<file path="src/bemcc_pkg.sv">
// Shared types and constants of the battery energy meter.
`timescale 1ns / 1ps

package bemcc_pkg;

	localparam int unsigned SAMPLE_W = 10;
	localparam int unsigned QUEUE_DEPTH = 4;

	// Register indexes of the configuration port
	localparam logic [2:0] REG_CURRENT_OFFSET   = 3'd0;
	localparam logic [2:0] REG_CHARGER_MODE     = 3'd1;
	localparam logic [2:0] REG_CHARGE_ON_LEVEL  = 3'd2;
	localparam logic [2:0] REG_CHARGE_OFF_LEVEL = 3'd3;
	localparam logic [2:0] REG_FULL_CAPACITY    = 3'd4;

	// Charger modes
	localparam logic [1:0] MODE_FORCE_OFF = 2'd0;
	localparam logic [1:0] MODE_AUTO      = 2'd1;
	localparam logic [1:0] MODE_FORCE_ON  = 2'd2;

	// Report kinds
	localparam logic [1:0] KIND_NONE   = 2'd0;
	localparam logic [1:0] KIND_POWER  = 2'd1;
	localparam logic [1:0] KIND_ENERGY = 2'd2;

	// Register reset values
	localparam logic [9:0]  OFFSET_RESET    = 10'd538;
	localparam logic [1:0]  MODE_RESET      = MODE_AUTO;
	localparam logic [9:0]  ON_LEVEL_RESET  = 10'd798;
	localparam logic [9:0]  OFF_LEVEL_RESET = 10'd897;
	localparam logic [30:0] CAPACITY_RESET  = 31'd302400;

	// Power sum units per joule and its reciprocal scaled by 2^RECIP_SHIFT
	localparam logic [31:0] JOULE_UNITS = 32'd1025641;
	localparam int unsigned RECIP_SHIFT = 51;
	localparam logic [63:0] RECIP_WIDE = (64'd1 << RECIP_SHIFT) / 64'd1025641;
	localparam logic [31:0] JOULE_RECIP = RECIP_WIDE[31:0];
	localparam int unsigned QUOT_W = 13;

	// Battery counter at or above this level reads as an underflow
	localparam logic [31:0] UNDERFLOW_LIMIT = 32'h7fff_ffff - 32'd42;

	typedef struct packed {
		logic [9:0]         voltage;
		logic signed [10:0] current;
		logic [8:0]         solar;
		logic signed [20:0] battery_product;
		logic [18:0]        solar_product;
		logic               tick;
	} bemcc_item_t;

	typedef struct packed {
		logic [1:0]  charger_mode;
		logic [9:0]  charge_on_level;
		logic [9:0]  charge_off_level;
		logic [30:0] full_capacity;
	} bemcc_cfg_t;

	typedef enum logic [2:0] {
		BK_RUN,
		BK_MUL,
		BK_REM,
		BK_FIX,
		BK_UPD
	} bemcc_back_state_t;

endpackage

</file>
<file path="src/bemcc_front.sv">
// Front part: accepts sample sets, removes offset, forms products, marks ticks.
`timescale 1ns / 1ps

module bemcc_front #(
	parameter int unsigned SAMPLES_PER_SECOND = 100
) (
	input  logic                   clk,
	input  logic                   arst_n,
	input  logic                   in_valid,
	input  logic [31:0]            in_data,
	input  logic [9:0]             current_offset,
	input  logic                   q_full,
	output logic                   in_ready,
	output logic                   push,
	output bemcc_pkg::bemcc_item_t item
);

	localparam int unsigned CNT_W = (SAMPLES_PER_SECOND > 1) ? $clog2(SAMPLES_PER_SECOND) : 1;
	localparam logic [CNT_W-1:0] CNT_LAST = CNT_W'(SAMPLES_PER_SECOND - 1);

	logic [CNT_W-1:0]   count_q;
	logic [9:0]         voltage;
	logic [9:0]         current_raw;
	logic [9:0]         solar_raw;
	logic signed [10:0] current;
	logic signed [21:0] battery_full;
	logic [18:0]        solar_full;
	logic               tick;

	assign in_ready    = !q_full;
	assign push        = in_valid && in_ready;
	assign voltage     = in_data[9:0];
	assign current_raw = in_data[19:10];
	assign solar_raw   = in_data[29:20];
	assign current     = $signed({1'b0, current_raw}) - $signed({1'b0, current_offset});
	assign battery_full = $signed({1'b0, voltage}) * current;
	assign solar_full  = voltage * solar_raw[9:1];
	assign tick        = (count_q == CNT_LAST);

	always_comb begin
		item.voltage         = voltage;
		item.current         = current;
		item.solar           = solar_raw[9:1];
		item.battery_product = battery_full[20:0];
		item.solar_product   = solar_full;
		item.tick            = tick;
	end

	always_ff @(posedge clk or negedge arst_n) begin
		if (!arst_n) begin
			count_q <= '0;
		end else if (push) begin
			count_q <= tick ? '0 : count_q + CNT_W'(1);
		end
	end

endmodule

</file>
<file path="src/bemcc_queue.sv">
// Short queue between the front and the back part.
`timescale 1ns / 1ps

module bemcc_queue (
	input  logic                   clk,
	input  logic                   arst_n,
	input  logic                   push,
	input  bemcc_pkg::bemcc_item_t wr_item,
	input  logic                   pop,
	output logic                   full,
	output logic                   valid,
	output bemcc_pkg::bemcc_item_t rd_item
);

	localparam int unsigned DEPTH = bemcc_pkg::QUEUE_DEPTH;
	localparam int unsigned PTR_W = $clog2(DEPTH);
	localparam int unsigned CNT_W = $clog2(DEPTH + 1);

	bemcc_pkg::bemcc_item_t entries_q [DEPTH];
	logic [PTR_W-1:0] wr_ptr_q;
	logic [PTR_W-1:0] rd_ptr_q;
	logic [CNT_W-1:0] count_q;

	assign full    = (count_q == CNT_W'(DEPTH));
	assign valid   = (count_q != '0);
	assign rd_item = entries_q[rd_ptr_q];

	always_ff @(posedge clk) begin
		if (push) begin
			entries_q[wr_ptr_q] <= wr_item;
		end
	end

	always_ff @(posedge clk or negedge arst_n) begin
		if (!arst_n) begin
			wr_ptr_q <= '0;
			rd_ptr_q <= '0;
			count_q  <= '0;
		end else begin
			if (push) begin
				wr_ptr_q <= wr_ptr_q + PTR_W'(1);
			end
			if (pop) begin
				rd_ptr_q <= rd_ptr_q + PTR_W'(1);
			end
			if (push && !pop) begin
				count_q <= count_q + CNT_W'(1);
			end else if (pop && !push) begin
				count_q <= count_q - CNT_W'(1);
			end
		end
	end

endmodule

</file>
<file path="src/bemcc_back.sv">
// Back part: power sums, joule conversion, charger control, result register.
`timescale 1ns / 1ps

module bemcc_back (
	input  logic                   clk,
	input  logic                   arst_n,
	input  logic                   q_valid,
	input  bemcc_pkg::bemcc_item_t q_item,
	input  bemcc_pkg::bemcc_cfg_t  cfg,
	input  logic                   out_ready,
	output logic                   pop,
	output logic                   out_valid,
	output logic [95:0]            out_data,
	output logic [2:0]             out_user
);

	localparam int unsigned QW = bemcc_pkg::QUOT_W;

	bemcc_pkg::bemcc_back_state_t state_q, state_d;

	logic        load_run, load_upd, out_free;

	logic [31:0] bsum_q, ssum_q, sj_q;
	logic [30:0] bj_q;
	logic [1:0]  phase_q;
	logic        hyst_q, drive_q;

	logic [31:0] bsum_new, ssum_new, bmag_new;
	logic        neg_s1;
	logic [31:0] bmag_s1, smag_s1;
	bemcc_pkg::bemcc_item_t tick_item_s1;
	logic [63:0] bprod_wide, sprod_wide;
	logic [QW-1:0] bq_s2, sq_s2, bq_s3, sq_s3, bq_s4, sq_s4;
	logic [31:0] bmag_s2, smag_s2, brem_s3, srem_s3, brem_s4, srem_s4;
	logic        bfix, sfix;

	logic [QW-1:0] bq_upd, sq_upd;
	logic [31:0] bsum_upd, ssum_upd, bj_calc, sj_upd;
	logic [30:0] bj_upd;
	logic        hyst_upd, drive_upd;
	logic [1:0]  phase_inc, phase_upd, kind_upd;

	assign out_free = !out_valid || out_ready;

	// Accumulate the popped sample into the power sums
	assign bsum_new = bsum_q + {{11{q_item.battery_product[20]}}, q_item.battery_product};
	assign ssum_new = ssum_q + {13'd0, q_item.solar_product};
	assign bmag_new = bsum_new[31] ? (~bsum_new + 32'd1) : bsum_new;

	always_ff @(posedge clk or negedge arst_n) begin
		if (!arst_n) begin
			state_q <= bemcc_pkg::BK_RUN;
		end else begin
			state_q <= state_d;
		end
	end

	always_comb begin
		state_d  = state_q;
		pop      = 1'b0;
		load_run = 1'b0;
		load_upd = 1'b0;
		unique case (state_q)
			bemcc_pkg::BK_RUN: begin
				if (q_valid && q_item.tick) begin
					pop     = 1'b1;
					state_d = bemcc_pkg::BK_MUL;
				end else if (q_valid && out_free) begin
					pop      = 1'b1;
					load_run = 1'b1;
				end
			end
			bemcc_pkg::BK_MUL: state_d = bemcc_pkg::BK_REM;
			bemcc_pkg::BK_REM: state_d = bemcc_pkg::BK_FIX;
			bemcc_pkg::BK_FIX: state_d = bemcc_pkg::BK_UPD;
			bemcc_pkg::BK_UPD: begin
				if (out_free) begin
					load_upd = 1'b1;
					state_d  = bemcc_pkg::BK_RUN;
				end
			end
			default: state_d = bemcc_pkg::BK_RUN;
		endcase
	end

	// Reciprocal division: estimate, remainder, one correction step
	assign bprod_wide = bmag_s1 * bemcc_pkg::JOULE_RECIP;
	assign sprod_wide = smag_s1 * bemcc_pkg::JOULE_RECIP;
	assign bfix = (brem_s3 >= bemcc_pkg::JOULE_UNITS);
	assign sfix = (srem_s3 >= bemcc_pkg::JOULE_UNITS);

	always_ff @(posedge clk) begin
		if (pop && q_item.tick) begin
			neg_s1       <= bsum_new[31];
			bmag_s1      <= bmag_new;
			smag_s1      <= ssum_new;
			tick_item_s1 <= q_item;
		end
		if (state_q == bemcc_pkg::BK_MUL) begin
			bq_s2   <= bprod_wide[bemcc_pkg::RECIP_SHIFT +: QW];
			sq_s2   <= sprod_wide[bemcc_pkg::RECIP_SHIFT +: QW];
			bmag_s2 <= bmag_s1;
			smag_s2 <= smag_s1;
		end
		if (state_q == bemcc_pkg::BK_REM) begin
			bq_s3   <= bq_s2;
			sq_s3   <= sq_s2;
			brem_s3 <= bmag_s2 - 32'(bq_s2 * bemcc_pkg::JOULE_UNITS);
			srem_s3 <= smag_s2 - 32'(sq_s2 * bemcc_pkg::JOULE_UNITS);
		end
		if (state_q == bemcc_pkg::BK_FIX) begin
			bq_s4   <= bq_s3 + QW'(bfix);
			sq_s4   <= sq_s3 + QW'(sfix);
			brem_s4 <= bfix ? (brem_s3 - bemcc_pkg::JOULE_UNITS) : brem_s3;
			srem_s4 <= sfix ? (srem_s3 - bemcc_pkg::JOULE_UNITS) : srem_s3;
		end
	end

	// Tick update of counters, charger and report phase
	always_comb begin
		if (phase_q == 2'd0) begin
			bq_upd   = '0;
			sq_upd   = '0;
			bsum_upd = '0;
			ssum_upd = '0;
		end else begin
			bq_upd   = bq_s4;
			sq_upd   = sq_s4;
			bsum_upd = neg_s1 ? (~brem_s4 + 32'd1) : brem_s4;
			ssum_upd = srem_s4;
		end
		bj_calc = neg_s1 ? ({1'b0, bj_q} - 32'(bq_upd)) : ({1'b0, bj_q} + 32'(bq_upd));
		sj_upd  = sj_q + 32'(sq_upd);
		priority if (bj_calc >= bemcc_pkg::UNDERFLOW_LIMIT) begin
			bj_upd = '0;
		end else if (bj_calc > {1'b0, cfg.full_capacity}) begin
			bj_upd = cfg.full_capacity;
		end else begin
			bj_upd = bj_calc[30:0];
		end

		hyst_upd  = hyst_q;
		drive_upd = drive_q;
		if (cfg.charger_mode == bemcc_pkg::MODE_AUTO) begin
			if (!hyst_q && (tick_item_s1.voltage <= cfg.charge_on_level)) begin
				hyst_upd  = 1'b1;
				drive_upd = 1'b1;
			end else if (hyst_q && (tick_item_s1.voltage >= cfg.charge_off_level)) begin
				hyst_upd  = 1'b0;
				drive_upd = 1'b0;
			end
		end
		if (cfg.charger_mode == bemcc_pkg::MODE_FORCE_OFF) begin
			drive_upd = 1'b0;
		end else if (cfg.charger_mode == bemcc_pkg::MODE_FORCE_ON) begin
			drive_upd = 1'b1;
		end

		phase_inc = phase_q + 2'd1;
		if (!phase_inc[0]) begin
			kind_upd  = bemcc_pkg::KIND_ENERGY;
			phase_upd = 2'd2;
		end else begin
			kind_upd  = bemcc_pkg::KIND_POWER;
			phase_upd = phase_inc;
		end
	end

	always_ff @(posedge clk or negedge arst_n) begin
		if (!arst_n) begin
			bsum_q  <= '0;
			ssum_q  <= '0;
			bj_q    <= bemcc_pkg::CAPACITY_RESET;
			sj_q    <= '0;
			phase_q <= '0;
			hyst_q  <= 1'b0;
			drive_q <= 1'b0;
		end else if (load_upd) begin
			bsum_q  <= bsum_upd;
			ssum_q  <= ssum_upd;
			bj_q    <= bj_upd;
			sj_q    <= sj_upd;
			phase_q <= phase_upd;
			hyst_q  <= hyst_upd;
			drive_q <= drive_upd;
		end else if (pop) begin
			bsum_q <= bsum_new;
			ssum_q <= ssum_new;
		end
	end

	always_ff @(posedge clk or negedge arst_n) begin
		if (!arst_n) begin
			out_valid <= 1'b0;
		end else if (load_run || load_upd) begin
			out_valid <= 1'b1;
		end else if (out_ready) begin
			out_valid <= 1'b0;
		end
	end

	always_ff @(posedge clk) begin
		if (load_upd) begin
			out_data <= {2'b00, tick_item_s1.solar, tick_item_s1.current,
				tick_item_s1.voltage, sj_upd, bj_upd, drive_upd};
			out_user <= {kind_upd, 1'b1};
		end else if (load_run) begin
			out_data <= {2'b00, q_item.solar, q_item.current, q_item.voltage,
				sj_q, bj_q, drive_q};
			out_user <= {bemcc_pkg::KIND_NONE, 1'b0};
		end
	end

endmodule

</file>
<file path="src/battery_energy_meter_charge_control.sv">
// Top level of the battery energy meter with charger control.
`timescale 1ns / 1ps

// Battery energy meter with charge control. Each request on the slave stream
// carries one averaged sample set; each yields exactly one result request on
// the master stream, in order. The front part removes the current offset,
// halves the solar reading, forms both power products and marks every
// SAMPLES_PER_SECOND-th sample as a one-second tick; a four-entry queue hands
// the samples to the back part. Ordinary samples pass the back part at one per
// cycle while the master stream takes each result, through the queue entry and
// the output register. A tick sample holds the back part in the states MUL,
// REM, FIX and UPD: it runs the power sums through a reciprocal divider by
// 1025641 (multiply, remainder, one correction) and then updates the joule
// counters, the hysteresis charger control and the report phase. The queue
// soaks up part of each such pause, and once it has filled in a sustained
// stream the input holds off at every tick. Configuration writes take effect
// at once and are meant for idle periods only.
module battery_energy_meter_charge_control #(
	parameter int unsigned SAMPLES_PER_SECOND = 100
) (
	input  logic        clk,
	input  logic        arst_n,
	// Configuration write port
	input  logic        cfg_we,
	input  logic [2:0]  cfg_index,
	input  logic [30:0] cfg_data,
	// Sample input stream
	input  logic        s_axis_tvalid,
	output logic        s_axis_tready,
	// [9:0] battery_voltage, [19:10] battery_current_raw, [29:20] solar_current_raw
	input  logic [31:0] s_axis_tdata,
	// Result output stream
	output logic        m_axis_tvalid,
	input  logic        m_axis_tready,
	// [0] charger_on, [31:1] battery_energy, [63:32] solar_energy,
	// [73:64] voltage_now, [84:74] current_signed, [93:85] solar_scaled
	output logic [95:0] m_axis_tdata,
	// [0] second_done, [2:1] report_kind
	output logic [2:0]  m_axis_tuser
);

	logic [9:0]            current_offset_q;
	bemcc_pkg::bemcc_cfg_t cfg_q;

	logic                   push, pop, q_full, q_valid;
	bemcc_pkg::bemcc_item_t wr_item, rd_item;

	// Configuration registers; writes to unknown indexes drop
	always_ff @(posedge clk or negedge arst_n) begin
		if (!arst_n) begin
			current_offset_q       <= bemcc_pkg::OFFSET_RESET;
			cfg_q.charger_mode     <= bemcc_pkg::MODE_RESET;
			cfg_q.charge_on_level  <= bemcc_pkg::ON_LEVEL_RESET;
			cfg_q.charge_off_level <= bemcc_pkg::OFF_LEVEL_RESET;
			cfg_q.full_capacity    <= bemcc_pkg::CAPACITY_RESET;
		end else if (cfg_we) begin
			unique case (cfg_index)
				bemcc_pkg::REG_CURRENT_OFFSET:   current_offset_q       <= cfg_data[9:0];
				bemcc_pkg::REG_CHARGER_MODE:     cfg_q.charger_mode     <= cfg_data[1:0];
				bemcc_pkg::REG_CHARGE_ON_LEVEL:  cfg_q.charge_on_level  <= cfg_data[9:0];
				bemcc_pkg::REG_CHARGE_OFF_LEVEL: cfg_q.charge_off_level <= cfg_data[9:0];
				bemcc_pkg::REG_FULL_CAPACITY:    cfg_q.full_capacity    <= cfg_data;
				default: ;
			endcase
		end
	end

	// Accept and classify samples
	bemcc_front #(
		.SAMPLES_PER_SECOND(SAMPLES_PER_SECOND)
	) u_front (
		.clk           (clk),
		.arst_n        (arst_n),
		.in_valid      (s_axis_tvalid),
		.in_data       (s_axis_tdata),
		.current_offset(current_offset_q),
		.q_full        (q_full),
		.in_ready      (s_axis_tready),
		.push          (push),
		.item          (wr_item)
	);

	// Decouple front and back so each can stall on its own
	bemcc_queue u_queue (
		.clk    (clk),
		.arst_n (arst_n),
		.push   (push),
		.wr_item(wr_item),
		.pop    (pop),
		.full   (q_full),
		.valid  (q_valid),
		.rd_item(rd_item)
	);

	// Accumulate, convert to joules, drive charger, hold the result
	bemcc_back u_back (
		.clk      (clk),
		.arst_n   (arst_n),
		.q_valid  (q_valid),
		.q_item   (rd_item),
		.cfg      (cfg_q),
		.out_ready(m_axis_tready),
		.pop      (pop),
		.out_valid(m_axis_tvalid),
		.out_data (m_axis_tdata),
		.out_user (m_axis_tuser)
	);

endmodule

</file>
<file path="config.mk">
export PLATFORM = sky130hd
export DESIGN_NAME = battery_energy_meter_charge_control
export DESIGN_NICKNAME = d
export VERILOG_FILES = /design/src/bemcc_pkg.sv /design/src/bemcc_front.sv /design/src/bemcc_queue.sv /design/src/bemcc_back.sv /design/src/battery_energy_meter_charge_control.sv
export SDC_FILE = /design/constraint.sdc
export NUM_CORES = 2
export LEC_CHECK = 0
export BUFFER_PORTS_ARGS = -buffer_cell sky130_fd_sc_hd__buf_4
export CELL_PAD_IN_SITES_DETAIL_PLACEMENT = 2
export CELL_PAD_IN_SITES_GLOBAL_PLACEMENT = 2
export CORE_MARGIN = 1.5
export CORE_UTILIZATION = 30
export DETAILED_ROUTE_END_ITERATION = 12
export GPL_TIMING_DRIVEN = 0
export PLACE_DENSITY_LB_ADDON = 0.08
export SYNTH_ARGS = -nofsm -noshare
export SYNTH_HDL_FRONTEND = slang
export SYNTH_SLANG_ARGS = --single-unit
</file>
<file path="constraint.sdc">
create_clock -name clk -period 20.8 [get_ports clk]
set_input_delay 1.04 -clock clk [delete_from_list [all_inputs] [get_ports clk]]
set_output_delay 1.04 -clock clk [all_outputs]
set_load 0.005 [all_outputs]
</file>
==> reports/metrics.yaml <==
sta:
  timing.final.hold_violations: 0
  setup-tns-final_ns: 0
  slew-limit-headroom: 0.00111
  final_clock_skew_ns: 0.0760
  final.setup.worst_slack_ns: 10.0
  setup_viol: 0
  hold_slack_ns: 0.143
  final_max_slew_viol_count: 0
  post-route-min-period_ns: 10.80
  grt_setup_unrepaired: "false"
  period_share: 0.519
  worst_slew_pin_slew_ns: 1.50
  achievable-frequency_mhz: 92.6
floorplan:
  num_io_pins: 172
  core.rowCount: 206
  floorplan.die_area_um2: 320000
  fp.dieW_um: 566
  core_region_area_um2: 315000
  initial_utilization: 0.301
  die_height_um: 566
yosys:
  async_flop_share: 0.221
  seq_area_frac_synth: 0.292
  mappedNetlistArea_um2: 94900
  yosys.area.top_type_share: 0.255
  synthesis.area_per_instance_um2: 11.1
  ys_dominant_reg_cell: "edfxtp_1"
  yosysWarnings: 0
  synth_edf_count: 745
  synth.ff_latch_count: 958
  synth_top_area_cell: "fa_1"
  netlist_top_cells_area: "fa_1 26%, edfxtp_1 24%, ha_1 17%"
  netlist_instances: 8577
  post_synth_num_cell_types: 102
clock_network:
  clock_latency_ns: 0.81
  clock-sinks: 958
  cts_made_buffers: 118
  cts-resized-gates: 0
  tritoncts_clock_tree: "yes"
  post-cts-setup-buffer-count: 0
  cts_root_buf: "clkbuf_16"
  cts_buffer_depth: 3
  clk_transition_reported_paths_ns: 0.06
  htreeDepth: 3
  cts_hold_repair.buffers: 0
drt:
  routed_wire_length_per_instance_um: 24.6
  detailroute.via_count: 62570
  route.detailed.vias_per_inst: 4.75
  first_iter_violations: 3092
  route.final.wire_length_mm: 324
  drtPass1Iterations: 5
  detail-route-antenna-nets: 0
  detail_route.drc_violations: 0
critical_path:
  slowest_delay_ns: 0.97
  required_ns: 21.24
  startpoint_types: "flip-flop"
  critPathKind: "reg -> reg"
  critical_path_arrival_ns: 11.25
  cp_slowest_cell: "buf_1"
  setup.worst_path.end_class: "flip-flop"
  crit_fanout: 10
final_layout:
  post_route_cells_drive_above_1_share: 0.0654
  nets: 11466
  finish.instance_area_um2: 106000
  flow.area_growth_from_synthesis_pct: 11.9
outcome:
  failed_checks: "max-capacitance violations"
  status: "complete, but fails checks"
placement:
  post_dp_cell_area_um2: 102000
  dp_worst_setup_slack_ns: 10.06
  placement.io_buffers: 166
  dp.final_hpwl_mm: 268
  gp_congestion: 0.843
global_routing:
  globalRouteTotalUtil: 0.206
  number_of_global_route_vias_before_repair: 71103
  antenna_found_initial: 38
  global_route_wire_length_before_repair_mm: 483
  overflow: 0
  grt_start_max_net_pins: 94
flow_run:
  count_of_maximum_capacitance_violations: 1
min_path:
  hold_path.class: "in -> async"
logic make-up after synthesis:
family                     synth area share
AOI/OAI and AO/OA                    0.0639
xor gates and xnor gates             0.0364
adders and majority gates             0.423
buffers and inverters                0.0904
DFF                                   0.292
muxes                                0.0251
other                             0.0000395
and+or+nand+nor                      0.0687
path summary, 6_finish.rpt:
path | from | endpoint | slack (ns) | cells after the start
max | u_back.phase_q[0]$_DFFE_PN0P_ | u_back.out_data[1]$_DFFE_PP_ | 10.0 | 26
min | arst_n | u_back.sj_q[28]$_DFFE_PN0P_ | 0.14 | 1
max reg2reg | u_back.phase_q[0]$_DFFE_PN0P_ | u_back.out_data[1]$_DFFE_PP_ | 10.0 | 26
min reg2reg | u_back.out_user[0]$_SDFFE_PP1P_ | u_back.out_user[0]$_SDFFE_PP1P_ | 0.45 | 2
max in group asynchronous | arst_n | u_back.ssum_q[26]$_DFFE_PN0P_ | 19.13 | 3
min in group clk | u_back.out_user[0]$_SDFFE_PP1P_ | u_back.out_user[0]$_SDFFE_PP1P_ | 0.45 | 2
Yosys cell counts, types with 9 or more instances:
| master | instances |
|---|---|
| a211oi_1 | 29 |
| a21boi_0 | 15 |
| a21o_1 | 144 |
| a21oi_1 | 245 |
| a31oi_1 | 37 |
| and2_1 | 101 |
| and3_1 | 61 |
| and4_1 | 11 |
| buf_1 | 11 |
| clkbuf_1 | 127 |
| dfrtp_1 | 183 |
| dfstp_2 | 29 |
| edfxtp_1 | 745 |
| fa_1 | 1211 |
| ha_1 | 1274 |
| inv_1 | 2131 |
| mux2_2 | 20 |
| mux2i_1 | 56 |
| mux4_2 | 71 |
| nand2_1 | 518 |
| nand2b_1 | 43 |
| nand3_1 | 98 |
| nand4_1 | 45 |
| nor2_1 | 229 |
| nor2b_1 | 58 |
| nor3_1 | 62 |
| nor4_1 | 23 |
| o211ai_1 | 18 |
| o21a_1 | 42 |
| o21ai_0 | 227 |
| o21ai_1 | 32 |
| o21bai_1 | 30 |
| o22ai_1 | 32 |
| o31ai_1 | 16 |
| o41ai_1 | 9 |
| or2_2 | 21 |
| or3_1 | 29 |
| or4_1 | 9 |
| xnor2_1 | 261 |
| xor2_1 | 132 |
registers in the layout, indices dropped and copies added (netlist names), 30 cells and up:
name / flops
u_queue.entries_q: 284
u_back.out_data: 94
cfg_q: 53
u_back.bmag_s1: 32
u_back.bmag_s2: 32
u_back.brem_s3: 32
u_back.brem_s4: 32
u_back.bsum_q: 32
u_back.sj_q: 32
u_back.smag_s1: 32
u_back.smag_s2: 32
u_back.srem_s3: 32
u_back.srem_s4: 32
u_back.ssum_q: 32
u_back.bj_q: 31
u_back.tick_item_s1: 30
metrics by stage:
stage | cells | util
2_1_floorplan | 8578 | -
3_3_place_gp | 12904 | 0.322
3_5_place_dp | 12948 | 0.324
4_1_cts | 13171 | 0.337
5_1_grt | 13177 | 0.337
6_report | 13185 | 0.337
per-layer routing:
metal  track usage  share of wire  vias up
met5             0       0.000040        -
li1              -              -    28431
met3        0.0166          0.027      190
met2         0.322           0.45      703
met1         0.314           0.51    33244
met4        0.0320          0.015        2
final cells by class:
type                    count  area (µm²)
clock buffers             148        3130
fillers                 33659      209000
well taps                4160        5200
flip-flops and latches    958       27700
repair buffers            212        1970
multi-input cells        5339       58700
plain buffers             149         582
inverters                2132        8000
clock inverters            75         867
diodes                     12        30.0
layout by cell type (no fill, tap or decap), types with 57 or more instances in the layout:
cell       synthesis  routed
mux4_2            71      71
nor2_1           229     228
nor2b_1           58      58
inv_1           2131    2131
a21o_1           144     144
and3_1            61      57
edfxtp_1         745     745
fa_1            1211    1211
nand3_1           98      98
dfrtp_1          183     183
o21ai_0          227     227
xnor2_1          261     261
ha_1            1274    1274
xor2_1           132     132
nand2_1          518     517
a21oi_1          245     245
nor3_1            62      62
clkbuf_16          0     119
and2_1           101     100
buf_4              2     184
clkbuf_1         127     149
critical path, delay by kind of cell (launching register included):
kind / cells / cell delay (ns)
AOI/OAI and AO/OA: 9 / 3.34
adders and majority gates: 3 / 1.08
buffers and inverters: 4 / 3.02
DFF: 1 / 0.56
and+or+nand+nor: 10 / 2.44
Power is left out: the tool's default activity adds up to more than one toggle a clock period on the data nets, which glitch-free logic cannot reach.
